<file path="src/design/cbt_pkg.sv">
// ============================================================================
// CAN bit timing calculator - shared definitions
// Field widths, limits, reset values and the serial divider's word types.
// ============================================================================
package cbt_pkg;

  // Field widths
  localparam int CLK_W   = 28;  // peripheral clock in Hz
  localparam int RATE_W  = 24;  // bit rate in bit/s
  localparam int PROD_W  = 12;  // clock / rate, rate of at least 125000
  localparam int SUM_W   = 5;   // quanta count of the two segments
  localparam int PRE_W   = 11;  // prescaler as reported
  localparam int SEG1_W  = 5;
  localparam int SEG2_W  = 4;

  // Serial divider: one quotient bit per cycle over the whole dividend
  localparam int DIV_STEPS = CLK_W;
  localparam int CNT_W     = $clog2(DIV_STEPS + 1);

  // Reset values and rate limits
  localparam logic [CLK_W-1:0]  CLOCK_RESET = CLK_W'(36000000);
  localparam logic [RATE_W-1:0] RATE_RESET  = RATE_W'(125000);
  localparam logic [RATE_W-1:0] MIN_RATE    = RATE_W'(125000);
  localparam logic [RATE_W-1:0] MAX_RATE    = RATE_W'(1000000);
  localparam logic [RATE_W-1:0] FAST_RATE   = RATE_W'(1000000);

  // Timing limits
  localparam int MAX_SEG_ONE   = 16;
  localparam int MAX_SEG_TWO   = 8;
  localparam int MAX_PRESCALER = 1024;

  // Segment quanta at which the search starts and ends
  localparam logic [SUM_W-1:0] SUM_SLOW = SUM_W'(16);
  localparam logic [SUM_W-1:0] SUM_FAST = SUM_W'(9);
  localparam logic [SUM_W-1:0] SUM_LAST = SUM_W'(2);

  // Divider request and response
  typedef struct packed {
    logic              start;
    logic [CLK_W-1:0]  dividend;
    logic [RATE_W-1:0] divisor;
  } div_req_t;

  typedef struct packed {
    logic              busy;
    logic              done;
    logic [CLK_W-1:0]  quotient;
    logic [RATE_W-1:0] remainder;
  } div_rsp_t;

endpackage

</file>
<file path="src/design/cbt_ifs.sv">
// ============================================================================
// CAN bit timing calculator - channel interfaces
// Valid/ready channels for configuration, requests and results.
// ============================================================================

// Configuration write: peripheral clock frequency
interface cbt_cfg_if;
  import cbt_pkg::*;
  logic             valid;
  logic             ready;
  logic [CLK_W-1:0] clock_rate;

  modport source (output valid, output clock_rate, input ready);
  modport sink (input valid, input clock_rate, output ready);
endinterface

// Request word: nominal bit rate and flexible data rate flag
interface cbt_req_if;
  import cbt_pkg::*;
  logic              valid;
  logic              ready;
  logic [RATE_W-1:0] requested_rate;
  logic              fd_request;

  modport source (output valid, output requested_rate, output fd_request, input ready);
  modport sink (input valid, input requested_rate, input fd_request, output ready);
endinterface

// Result word: timing solution and rate in effect
interface cbt_rsp_if;
  import cbt_pkg::*;
  logic              valid;
  logic              ready;
  logic              accepted;
  logic [PRE_W-1:0]  prescaler;
  logic [SEG1_W-1:0] seg_one;
  logic [SEG2_W-1:0] seg_two;
  logic              jump_width;
  logic [RATE_W-1:0] current_rate;

  modport source (output valid, output accepted, output prescaler, output seg_one,
                  output seg_two, output jump_width, output current_rate, input ready);
  modport sink (input valid, input accepted, input prescaler, input seg_one,
                input seg_two, input jump_width, input current_rate, output ready);
endinterface

</file>
<file path="src/design/cbt_div.sv">
// ============================================================================
// CAN bit timing calculator - serial divider
// Restoring division, one quotient bit per cycle, quotient and remainder.
// ============================================================================
module cbt_div (
  input  logic              clk,
  input  logic              rst,
  input  cbt_pkg::div_req_t req,
  output cbt_pkg::div_rsp_t rsp
);
  import cbt_pkg::*;

  logic              busy;
  logic              done;
  logic [CNT_W-1:0]  count;
  logic [CLK_W-1:0]  quo;
  logic [RATE_W-1:0] rem;
  logic [RATE_W-1:0] den;
  logic [RATE_W:0]   part;
  logic [RATE_W+1:0] diff;

  // Bring down the next dividend bit and trial-subtract
  assign part = {rem, quo[CLK_W-1]};
  assign diff = {1'b0, part} - {2'b00, den};

  // Step count and completion pulse
  always_ff @(posedge clk) begin
    if (rst) begin
      busy  <= 1'b0;
      done  <= 1'b0;
      count <= '0;
    end else begin
      done <= 1'b0;
      if (busy) begin
        count <= count - CNT_W'(1);
        if (count == CNT_W'(1)) begin
          busy <= 1'b0;
          done <= 1'b1;
        end
      end else if (req.start) begin
        busy  <= 1'b1;
        count <= CNT_W'(DIV_STEPS);
      end
    end
  end

  // Shift the dividend out and the quotient in
  always_ff @(posedge clk) begin
    if (!busy && req.start) begin
      quo <= req.dividend;
      rem <= '0;
      den <= req.divisor;
    end else if (busy) begin
      if (!diff[RATE_W+1]) begin
        rem <= diff[RATE_W-1:0];
        quo <= {quo[CLK_W-2:0], 1'b1};
      end else begin
        rem <= part[RATE_W-1:0];
        quo <= {quo[CLK_W-2:0], 1'b0};
      end
    end
  end

  assign rsp.busy      = busy;
  assign rsp.done      = done;
  assign rsp.quotient  = quo;
  assign rsp.remainder = rem;

endmodule

</file>
<file path="src/design/can_bit_timing_calculator.sv">
// ============================================================================
// CAN bit timing calculator
// Turns a requested nominal bit rate into prescaler and segment quanta.
// ============================================================================
// Channels: cfg writes the peripheral clock frequency (always ready; write
// it only while no request is in flight). req carries one word per request
// (bit rate, flexible data rate flag); rsp returns one result word for each.
// A flexible data rate request, or a rate outside 125000..1000000, is
// answered without a division. Any other request runs through one shared
// bit-serial divider: clock / rate, then product / (quanta + 1) for each
// quanta count tried (n = 1..15), then, if prescaler and segments are in
// limits, clock / product to check that the quotient equals the rate;
// only one request is in work at a time.
// req.ready is high while no request is in work, and a new request may be
// taken while the previous result still waits in the rsp register.
// If the receiver stalls, the result holds in that register and a finished
// calculation waits until it is free.
// Reset: clock frequency 36000000 Hz, current rate 125000, no result held.
// ============================================================================
module can_bit_timing_calculator (
  input logic        clk,
  input logic        rst,
  cbt_cfg_if.sink    cfg,
  cbt_req_if.sink    req,
  cbt_rsp_if.source  rsp
);
  import cbt_pkg::*;

  typedef enum logic [2:0] {
    S_IDLE,
    S_QUOT,
    S_MOD,
    S_SEG,
    S_CHECK,
    S_FINISH
  } state_t;

  // Sample point split: 7/8 with rounding, truncation above 900 permill
  localparam logic [7:0]  SP_NUM     = 8'd7;
  localparam logic [7:0]  SP_ROUND   = 8'd3;
  localparam logic [14:0] PERMILL    = 15'd1000;
  localparam logic [14:0] PERMILL_HI = 15'd901;
  localparam logic [PROD_W-1:0] PRE_LIMIT  = PROD_W'(MAX_PRESCALER);
  localparam logic [SUM_W-1:0]  SEG1_LIMIT = SUM_W'(MAX_SEG_ONE);
  localparam logic [SUM_W-1:0]  SEG2_LIMIT = SUM_W'(MAX_SEG_TWO);

  function automatic logic [SUM_W-1:0] seg_one_of(input logic [SUM_W-1:0] s);
    logic [7:0]  s7;
    logic [7:0]  r;
    logic [14:0] lhs;
    logic [14:0] rhs;
    s7  = {3'b000, s} * SP_NUM;
    r   = (s7 + SP_ROUND) >> 3;
    lhs = ({7'b0, r} + 15'd1) * PERMILL;
    rhs = ({10'b0, s} + 15'd1) * PERMILL_HI;
    if (lhs >= rhs) begin
      r = (s7 - 8'd1) >> 3;
    end
    return r[SUM_W-1:0];
  endfunction

  state_t            state;
  logic [CLK_W-1:0]  clock_rate;
  logic [RATE_W-1:0] active_rate;
  logic [RATE_W-1:0] rate;
  logic [PROD_W-1:0] product;
  logic [PROD_W-1:0] pre;
  logic [SUM_W-1:0]  sum;
  logic              ok;
  logic              div_go;
  logic [CLK_W-1:0]  div_num;
  logic [RATE_W-1:0] div_den;
  logic              out_valid;
  logic              out_accepted;
  logic [PRE_W-1:0]  out_prescaler;
  logic [SEG1_W-1:0] out_seg_one;
  logic [SEG2_W-1:0] out_seg_two;
  logic              out_jump_width;
  logic [RATE_W-1:0] out_current_rate;

  div_req_t          div_req;
  div_rsp_t          div_rsp;
  logic [SUM_W-1:0]  one_val;
  logic [SUM_W-1:0]  two_val;
  logic              seg_ok;
  logic              rate_ok;

  // Shared serial divider
  assign div_req.start    = div_go;
  assign div_req.dividend = div_num;
  assign div_req.divisor  = div_den;

  cbt_div u_div (
    .clk (clk),
    .rst (rst),
    .req (div_req),
    .rsp (div_rsp)
  );

  // Segment split for the quanta count found
  assign one_val = seg_one_of(sum);
  assign two_val = sum - one_val;
  assign seg_ok  = (one_val != '0) && (one_val <= SEG1_LIMIT) &&
                   (two_val != '0) && (two_val <= SEG2_LIMIT);

  assign rate_ok = !req.fd_request && (req.requested_rate >= MIN_RATE) &&
                   (req.requested_rate <= MAX_RATE);

  // Clock frequency register
  assign cfg.ready = 1'b1;

  always_ff @(posedge clk) begin
    if (rst) begin
      clock_rate <= CLOCK_RESET;
    end else if (cfg.valid) begin
      clock_rate <= cfg.clock_rate;
    end
  end

  // Sequencer and result register
  always_ff @(posedge clk) begin
    if (rst) begin
      state       <= S_IDLE;
      div_go      <= 1'b0;
      out_valid   <= 1'b0;
      active_rate <= RATE_RESET;
      ok          <= 1'b0;
    end else begin
      div_go <= 1'b0;
      if (out_valid && rsp.ready && (state != S_FINISH)) begin
        out_valid <= 1'b0;
      end
      case (state)
        S_IDLE: begin
          if (req.valid) begin
            rate <= req.requested_rate;
            ok   <= 1'b0;
            if (rate_ok) begin
              div_num <= clock_rate;
              div_den <= req.requested_rate;
              div_go  <= 1'b1;
              state   <= S_QUOT;
            end else begin
              state <= S_FINISH;
            end
          end
        end
        S_QUOT: begin
          // Product of prescaler and quanta per bit
          if (div_rsp.done) begin
            product <= div_rsp.quotient[PROD_W-1:0];
            div_num <= CLK_W'(div_rsp.quotient[PROD_W-1:0]);
            div_go  <= 1'b1;
            if (rate >= FAST_RATE) begin
              sum     <= SUM_FAST;
              div_den <= RATE_W'(SUM_FAST) + RATE_W'(1);
            end else begin
              sum     <= SUM_SLOW;
              div_den <= RATE_W'(SUM_SLOW) + RATE_W'(1);
            end
            state <= S_MOD;
          end
        end
        S_MOD: begin
          // Search downward for an exact divisor
          if (div_rsp.done) begin
            if (div_rsp.remainder == '0) begin
              pre   <= div_rsp.quotient[PROD_W-1:0];
              state <= S_SEG;
            end else if (sum <= SUM_LAST) begin
              state <= S_FINISH;
            end else begin
              sum     <= sum - SUM_W'(1);
              div_den <= RATE_W'(sum);
              div_go  <= 1'b1;
            end
          end
        end
        S_SEG: begin
          // Check limits, then check that clock / product gives the rate
          if ((pre != '0) && (pre <= PRE_LIMIT) && seg_ok) begin
            div_num <= clock_rate;
            div_den <= RATE_W'(product);
            div_go  <= 1'b1;
            state   <= S_CHECK;
          end else begin
            state <= S_FINISH;
          end
        end
        S_CHECK: begin
          if (div_rsp.done) begin
            ok    <= (div_rsp.quotient == CLK_W'(rate));
            state <= S_FINISH;
          end
        end
        S_FINISH: begin
          // Hold until the result register is free
          if (!out_valid || rsp.ready) begin
            out_valid      <= 1'b1;
            out_accepted   <= ok;
            out_prescaler  <= ok ? pre[PRE_W-1:0] : '0;
            out_seg_one    <= ok ? one_val[SEG1_W-1:0] : '0;
            out_seg_two    <= ok ? two_val[SEG2_W-1:0] : '0;
            out_jump_width <= ok;
            out_current_rate <= ok ? rate : active_rate;
            if (ok) begin
              active_rate <= rate;
            end
            state <= S_IDLE;
          end
        end
        default: begin
          state <= S_IDLE;
        end
      endcase
    end
  end

  assign req.ready        = (state == S_IDLE);
  assign rsp.valid        = out_valid;
  assign rsp.accepted     = out_accepted;
  assign rsp.prescaler    = out_prescaler;
  assign rsp.seg_one      = out_seg_one;
  assign rsp.seg_two      = out_seg_two;
  assign rsp.jump_width   = out_jump_width;
  assign rsp.current_rate = out_current_rate;

  // Divider is only started when idle
  a_div_start_idle: assert property (@(posedge clk) disable iff (rst)
    div_req.start |-> !div_rsp.busy)
    else $error("divider started while busy");

  // Accepted result carries a full timing solution
  a_ok_fields: assert property (@(posedge clk) disable iff (rst)
    rsp.valid && rsp.accepted |-> (rsp.prescaler != '0) && (rsp.seg_one != '0) &&
      (rsp.seg_two != '0) && rsp.jump_width)
    else $error("accepted result with empty timing");

  // Rejected result carries zero timing
  a_reject_zero: assert property (@(posedge clk) disable iff (rst)
    rsp.valid && !rsp.accepted |-> (rsp.prescaler == '0) && (rsp.seg_one == '0) &&
      (rsp.seg_two == '0) && !rsp.jump_width)
    else $error("rejected result with timing fields set");

  // Held result reports the rate now in effect
  a_rate_track: assert property (@(posedge clk) disable iff (rst)
    out_valid |-> (rsp.current_rate == active_rate))
    else $error("reported rate differs from rate in effect");

endmodule
</file>
<file path="src/flat_wrapper.sv">
// flat-port wrapper written by rule: the top's interface ports become plain ports
module can_bit_timing_calculator_flat import cbt_pkg::*;
  (clk, rst, cfg_valid, cfg_clock_rate, cfg_ready, req_valid, req_requested_rate, req_fd_request, req_ready, rsp_valid, rsp_accepted, rsp_prescaler, rsp_seg_one, rsp_seg_two, rsp_jump_width, rsp_current_rate, rsp_ready);
  cbt_cfg_if cfg_i ();
  cbt_req_if req_i ();
  cbt_rsp_if rsp_i ();
  input logic clk;
  input logic rst;
  input wire logic [$bits(cfg_i.valid)-1:0] cfg_valid;
  input wire logic [$bits(cfg_i.clock_rate)-1:0] cfg_clock_rate;
  output wire logic [$bits(cfg_i.ready)-1:0] cfg_ready;
  input wire logic [$bits(req_i.valid)-1:0] req_valid;
  input wire logic [$bits(req_i.requested_rate)-1:0] req_requested_rate;
  input wire logic [$bits(req_i.fd_request)-1:0] req_fd_request;
  output wire logic [$bits(req_i.ready)-1:0] req_ready;
  output wire logic [$bits(rsp_i.valid)-1:0] rsp_valid;
  output wire logic [$bits(rsp_i.accepted)-1:0] rsp_accepted;
  output wire logic [$bits(rsp_i.prescaler)-1:0] rsp_prescaler;
  output wire logic [$bits(rsp_i.seg_one)-1:0] rsp_seg_one;
  output wire logic [$bits(rsp_i.seg_two)-1:0] rsp_seg_two;
  output wire logic [$bits(rsp_i.jump_width)-1:0] rsp_jump_width;
  output wire logic [$bits(rsp_i.current_rate)-1:0] rsp_current_rate;
  input wire logic [$bits(rsp_i.ready)-1:0] rsp_ready;
  assign cfg_i.valid = cfg_valid;
  assign cfg_i.clock_rate = cfg_clock_rate;
  assign cfg_ready = cfg_i.ready;
  assign req_i.valid = req_valid;
  assign req_i.requested_rate = req_requested_rate;
  assign req_i.fd_request = req_fd_request;
  assign req_ready = req_i.ready;
  assign rsp_valid = rsp_i.valid;
  assign rsp_accepted = rsp_i.accepted;
  assign rsp_prescaler = rsp_i.prescaler;
  assign rsp_seg_one = rsp_i.seg_one;
  assign rsp_seg_two = rsp_i.seg_two;
  assign rsp_jump_width = rsp_i.jump_width;
  assign rsp_current_rate = rsp_i.current_rate;
  assign rsp_i.ready = rsp_ready;
  can_bit_timing_calculator u_core (.clk(clk), .rst(rst), .cfg(cfg_i), .req(req_i), .rsp(rsp_i));
endmodule
</file>
<file path="config.mk">
export PLATFORM = sky130hd
export DESIGN_NAME = can_bit_timing_calculator_flat
export DESIGN_NICKNAME = d
export VERILOG_FILES = /design/src/design/cbt_pkg.sv /design/src/design/cbt_ifs.sv /design/src/design/cbt_div.sv /design/src/design/can_bit_timing_calculator.sv /design/src/flat_wrapper.sv
export SDC_FILE = /design/constraint.sdc
export NUM_CORES = 1
export LEC_CHECK = 0
export BUFFER_PORTS_ARGS = -buffer_cell sky130_fd_sc_hd__buf_4
export CAP_MARGIN = 20
export CELL_PAD_IN_SITES_DETAIL_PLACEMENT = 1
export CELL_PAD_IN_SITES_GLOBAL_PLACEMENT = 1
export CORE_ASPECT_RATIO = 1.5
export CORE_MARGIN = 10
export CORE_UTILIZATION = 40
export DETAILED_ROUTE_END_ITERATION = 16
export PLACE_DENSITY = 0.68
export SLEW_MARGIN = 5
export SYNTH_ARGS = -nofsm -noshare
export SYNTH_HDL_FRONTEND = slang
export SYNTH_SLANG_ARGS = --single-unit
</file>
<file path="constraint.sdc">
create_clock -name clk -period 14.6 [get_ports clk]
set_input_delay 2.19 -clock clk [delete_from_list [all_inputs] [get_ports clk]]
set_output_delay 2.19 -clock clk [all_outputs]
set_load 0.005 [all_outputs]
</file>
Word-level counts from Yosys, hierarchy flattened --
Index checks and enable logic that the tools add are counted.
Word-level totals: register bits 291, bits of input ports 58, output and inout bits 49, logic and storage cells 154
Operators by class: add/subtract/negate cells 8, multiply operators 3, $lt $le $gt $ge 8, equality and inequality tests 18, muxes and demuxes 56, bitwise operators 2, reduce and logical (&&, ||, !) cells 36
Operators with widths (count):
- two-way mux 24 bit | 9
- two-way mux 28 bit | 6
- case mux 24 bit (4 select lines) | 1
- case mux 28 bit (3 select lines) | 1
- two-way mux 5 bit | 9
- == test 28 x 24 -> 1 bit | 1
- subtractor 25 x 24 -> 26 bit | 1
- >= comparator 24 x 17 -> 1 bit, second input constant | 1
- >= comparator 24 x 20 -> 1 bit, second input constant | 1
- <= comparator 24 x 20 -> 1 bit, second input constant | 1
- logical NOT 24 bit | 1
- two-way mux 3 bit | 8
- two-way mux 1 bit | 18
- case mux 3 bit (6 select lines) | 1
- AND reduction 6 bit | 3
- >= comparator 15 bit | 1
- multiplier 15 x 10 -> 15 bit, second input constant | 1
- multiplier 15 x 7 -> 12 bit, second input constant | 1
- adder 5 x 1 -> 6 bit, second input constant | 2
- <= comparator 12 x 11 -> 1 bit, second input constant | 1
- != test 2 bit, second input constant | 6
- AND reduction 3 bit | 4
- nonzero test 12 bit | 1
- logical AND 1 bit | 10
- other kinds (30) | 42

Logic depth before layout (Yosys ltp) --
depth in word-level cells 13, mapped depth 40, mapped depth without buffers 40

Cells and area by module --
A second synthesis with hierarchy kept.
Unflattened totals: cell total of the unflattened synthesis 1391, area total of the unflattened synthesis 15821.4 sq um
By module, submodules not included:
- can_bit_timing_calculator | times used 1, cells an instance 951, area an instance 11210.8 sq um, seq. area each 5665.4 sq um
- cbt_div | times used 1, cells an instance 440, area an instance 4610.7 sq um, seq. area each 2182.1 sq um

Worst setup path before layout --
No wires, ideal clock.
kind reg2reg, start point register u_core.sum[2], end point register u_core.div_num[0] (enable), setup time 0.430 ns, arrival 10.406 ns, required time 14.170 ns, slack 3.764 ns, cell stages (with the launch flop) 39, period minus slack after synthesis 10.836 ns, cells stage by stage edfxtp_1 > fa_1 > ha_1 > inv_1 > fa_1 > nor3b_1 > xnor2_1 > and2_1 > nand2_1 > xnor2_1 > inv_1 > ha_1 > ha_1 > inv_1 > fa_1 > inv_1 > ha_1 > a21o_1 > [3 not listed] > xnor2_1 > ha_1 > nand3_1 > nor4_1 > a211o_1 > mux2_2 > o31a_1 > or2_2 > ha_1 > inv_1 > fa_1 > nor3b_1 > xnor3_1 > nor3_1 > nand2b_1 > a21oi_1 > mux2i_1 > a31oi_1
On the way: cells in the longest elaborated chain, start to end 13, elaborated cells on any way between the ends 20, classes of those cells add/sub: 5; mul: 3; order compare: 3; eq/ne: 1; mux: 1; reduce/logical: 7
RTL lines:
- from (decl) | RTL line can_bit_timing_calculator.sv:68 | logic [SUM_W-1:0] sum;
- from (signal assigned) | RTL line can_bit_timing_calculator.sv:173 | sum <= sum - SUM_W'(1);
- multiplier 5 x 3 -> 8 bit | RTL line can_bit_timing_calculator.sv:52 | s7 = {3'b000, s} * SP_NUM;
- adder 8 x 2 -> 8 bit | RTL line can_bit_timing_calculator.sv:53 | r = (s7 + SP_ROUND) >> 3;
- adder 5 x 1 -> 6 bit | RTL line can_bit_timing_calculator.sv:54 | lhs = ({7'b0, r} + 15'd1) * PERMILL;
- multiplier 15 x 7 -> 12 bit | RTL line can_bit_timing_calculator.sv:54
- >= comparator 15 bit | RTL line can_bit_timing_calculator.sv:56 | if (lhs >= rhs) begin
- two-way mux 5 bit * | RTL line can_bit_timing_calculator.sv:56
- net u_core.one_val[0] | RTL line can_bit_timing_calculator.sv:83 | logic [SUM_W-1:0] one_val;
- subtractor 5 bit * | RTL line can_bit_timing_calculator.sv:102 | assign two_val = sum - one_val;
- net u_core.two_val[1] | RTL line can_bit_timing_calculator.sv:84 | logic [SUM_W-1:0] two_val;
- parallel branches: the longest is 2 deep, another holds <= comparator 5 x 4 -> 1 bit
- logical AND 1 bit * | RTL line can_bit_timing_calculator.sv:104 | (two_val != '0) && (two_val <= SEG2_LIMIT);
- logical AND 1 bit * | RTL line can_bit_timing_calculator.sv:181 | if ((pre != '0) && (pre <= PRE_LIMIT) && seg_ok) begin
- != test 2 x 1 -> 1 bit (no line) *
- AND reduction 6 bit (no line) *
- to (signal assigned) | RTL line can_bit_timing_calculator.sv:139 | div_num <= clock_rate;
- to (signal assigned) | RTL line can_bit_timing_calculator.sv:152 | div_num <= CLK_W'(div_rsp.quotient[PROD_W-1:0]);
- to (signal assigned) | RTL line can_bit_timing_calculator.sv:182 | div_num <= clock_rate;
- to (decl) | RTL line can_bit_timing_calculator.sv:71 | logic [CLK_W-1:0] div_num;
Mark *: on every way through the listed nets, which the timed path passes. A chain may end at the register's enable or synchronous reset.

Worst setup path after layout --
start point register u_core.sum[0], end point register u_core.div_num[14] (enable)
The elaborated chain is that of the path after synthesis.

==> results.json <==
{
  "core-area_sq_um": 38320,
  "tightest_slew_ns": 0.9928,
  "cp-start-kind": "flop",
  "p_switching_mw": 0.7231,
  "dp_cells": 1965,
  "drv_cap": 0,
  "internal_power_mw": 1.650,
  "p_leak_nw": 7.249,
  "seq_area_frac_synth_pct": 50.68,
  "crit_path_max_incr_delay_ns": 0.64,
  "p_clk_share_pct": 31.1,
  "synth_edf_count": 202,
  "drtIter0Drc": 385,
  "place_congestion": 0.8638,
  "p_per_area_nw_per_um2": 133.5,
  "critPathArrivalTime_ns": 11.10,
  "synthCells": 1398,
  "cts_buffers": 27,
  "synth_area_sq_um": 15480,
  "drc": 0,
  "fin_hold_ws_ns": 0.4200,
  "fin_worst_skew_ns": 0.03029,
  "cts_sinks": 291,
  "dieArea_sq_um": 47140,
  "initial_utilization_pct": 40.41,
  "register_area_sq_um": 7848,
  "num-fill-cells": 4152,
  "dp_hpwl_um": 30780,
  "synth_area_leaders": "edfxtp_1 39%, dfxtp_1 12%, ha_1 8.6%",
  "grt_first_pass_wirelength_um": 64360,
  "synth-seq-cells": 291,
  "final_nets": 1685,
  "ioPinCount": 107,
  "finalCriticalPeriod_ns": 10.90,
  "worstSetupEndpointType": "flop",
  "dr_total_vias": 10660,
  "drt-pass1-iter-count": 4,
  "ant_nets": 0,
  "cp_slowest_cell": "edfxtp_1",
  "drive_above_1_share_pct": 14.53,
  "synth.most_common_cell": "edfxtp_1",
  "critical_path_class": "reg2reg",
  "clock_path_buffers": 3,
  "grt_overflow_total": 0,
  "area_growth_pct": 14.79,
  "htreeDepth": 1,
  "ys_top_cells_by_count": "202 x edfxtp_1, 152 x nand2_1, 107 x ha_1",
  "seqPwrFrac_pct": 47.6,
  "swShare_pct": 30.47,
  "ctsHoldBuffers": 0,
  "synth_top_area_cell": "edfxtp_1",
  "antenna_found_initial": 0,
  "clk_pin_slew_ns": 0.06,
  "grt_max_degree": 52,
  "rsz0062_at_grt": "no",
  "clkLatencyLatePin_ns": 0.56,
  "hold_viol": 0,
  "relSlewSlack_pct": 33.81,
  "finalSetupViolations": 0,
  "viasPerCell": 5.285,
  "cts_tree": "yes",
  "fin_crit_sh_pct": 74.67,
  "vdd.ir_drop.worst_uv": 158.4,
  "stdcell_count": 2016,
  "synthDominantCellAreaShare_pct": 39.17,
  "grt_use_total_pct": 16.86,
  "fp.dieW_um": 180.7,
  "synth.distinct_cells": 70,
  "clock-root-buffer": "clkbuf_16",
  "drv_slew": 0,
  "hp-class": "reg2reg",
  "post_cts_buffers": 0,
  "crit_path_max_fanout": 28,
  "p_comb_share_pct": 21.2,
  "rows": 88,
  "synth_area_per_cell_sq_um": 11.08,
  "ys_warn_count": 0,
  "crit_required_ns": 14.80,
  "fin_util_pct": 46.39,
  "power_mw": 2.373,
  "antenna_cells": 0,
  "drt-total-wl_um": 40370,
  "cts_resized": 0,
  "detail_route.wl_per_cell_um": 20.02,
  "synth-main-ff-cell": "edfxtp_1",
  "worst_path_most_repeated_cell": "ha_1",
  "die_h_um": 261.0,
  "multi_input_area_sq_um": 7108,
  "fmax_mhz": 91.73,
  "outcome": "finished, final reports clean",
  "grt_pass1_vias": 11740,
  "async_flop_share_pct": 0,
  "setup_tns_ns": 0,
  "io_buffers": 105,
  "synth_nets": 1583
}
logic make-up (layout without fill, tap and decap cells):
group	after synthesis	after routing	share of synthesized area (%)
buffers and inverters	144	267	3.668
DFF	291	291	50.68
muxes	109	109	7.345
other	2	2	0.04850
adders and majority gates	127	127	11.23
xor gates and xnor gates	90	90	5.179
and+or+nand+nor	423	423	12.81
AOI/OAI and AO/OA	212	212	9.042
final timing paths:
path                                      from                                to  slack, ns  cells past startpoint
hold reg to reg   u_core.div_den[14]$_DFFE_PP_    u_core.u_div.den[14]$_DFFE_PP_       0.42                      0
setup / recovery       u_core.sum[0]$_DFFE_PP_  u_core.div_num[14]$_SDFFCE_PP0P_       3.70                     39
hold / removal    u_core.div_den[14]$_DFFE_PP_    u_core.u_div.den[14]$_DFFE_PP_       0.42                      0
setup reg to reg       u_core.sum[0]$_DFFE_PP_  u_core.div_num[14]$_SDFFCE_PP0P_       3.70                     39
power groups by stage:
stage | registers, mW | logic, mW | clock network (mW)
2_1_floorplan | 1.08 | 0.368 | 0
3_3_place_gp | 1.15 | 0.489 | 0
3_5_place_dp | 1.15 | 0.504 | 0
4_1_cts | 1.13 | 0.511 | 0.756
5_1_grt | 1.14 | 0.572 | 0.786
6_report | 1.13 | 0.504 | 0.739
state kept, by name (all words and copies together), names as in the netlist, 3 cells and up:
| signal | flops |
|---|---|
| u_core.div_den | 24 |
| u_core.state | 3 |
| u_core.u_div.quo | 28 |
| u_core.rsp.current_rate | 24 |
| u_core.u_div.rem | 24 |
| u_core.pre | 12 |
| u_core.rsp.seg_two | 4 |
| u_core.clock_rate | 28 |
| u_core.sum | 5 |
| u_core.rate | 24 |
| u_core.rsp.prescaler | 11 |
| u_core.rsp.seg_one | 5 |
| u_core.div_num | 28 |
| u_core.u_div.den | 24 |
| u_core.active_rate | 24 |
| u_core.u_div.count | 5 |
| u_core.product | 12 |
routing by layer:
metal / vias up / wire (um) / share of wire, % / GRT usage, %
met3: 57 / 830 / 2.1 / 1.630
met2: 141 / 22480 / 56 / 33.34
met4: 0 / 1207 / 3.0 / 5.983
met5: - / 0 / 0 / 0
met1: 5312 / 15850 / 39 / 18.06
li1: 5145 / - / - / -
final cells by class:
type,count,share of cell area [%]
clock buffers,38,4.385
flip-flops and latches,291,44.15
inverters,96,2.027
clock inverters,12,0.8095
repair buffers,121,5.153
multi-input cells,963,39.99
well taps,495,3.484
metrics by stage:
stage                     instance area (sq um)  setup WS (ns)
final                                     17770          3.698
after global routing                      17770          2.719
after CTS                                 17760          3.542
after detailed placement                  16840          3.561
after global placement                    16840          3.897
after floorplan                           15480          3.764
layout by cell type (no fill, tap or decap), types with 5 or more instances in the layout:
cell,instances
dfxtp_1,89
inv_1,93
a22o_1,7
or3_1,5
or2_2,6
a21boi_0,5
nor4_1,22
fa_1,20
nor2_1,102
nand2_1,152
nor3_1,16
nand4_1,9
xnor2_1,40
and2_1,30
ha_1,107
a21oi_1,63
mux2i_1,72
clkinv_2,6
clkbuf_16,29
nand2b_1,15
a31oi_1,5
xor2_1,49
edfxtp_1,202
mux2_2,37
clkbuf_1,7
nand3_1,20
o311ai_1,5
a211oi_1,5
a32oi_1,6
a21o_1,20
nor2b_1,25
o21ai_0,44
buf_4,120
critical path, delay by kind of cell (launching register included):
kind | cells | cell delay, ns
adders and majority gates | 10 | 3.69
and+or+nand+nor | 9 | 2.09
AOI/OAI and AO/OA | 8 | 1.55
xor gates and xnor gates | 4 | 1.17
buffers and inverters | 6 | 0.81
DFF | 1 | 0.64
muxes | 2 | 0.59
Power figures use the tool's default switching activity.
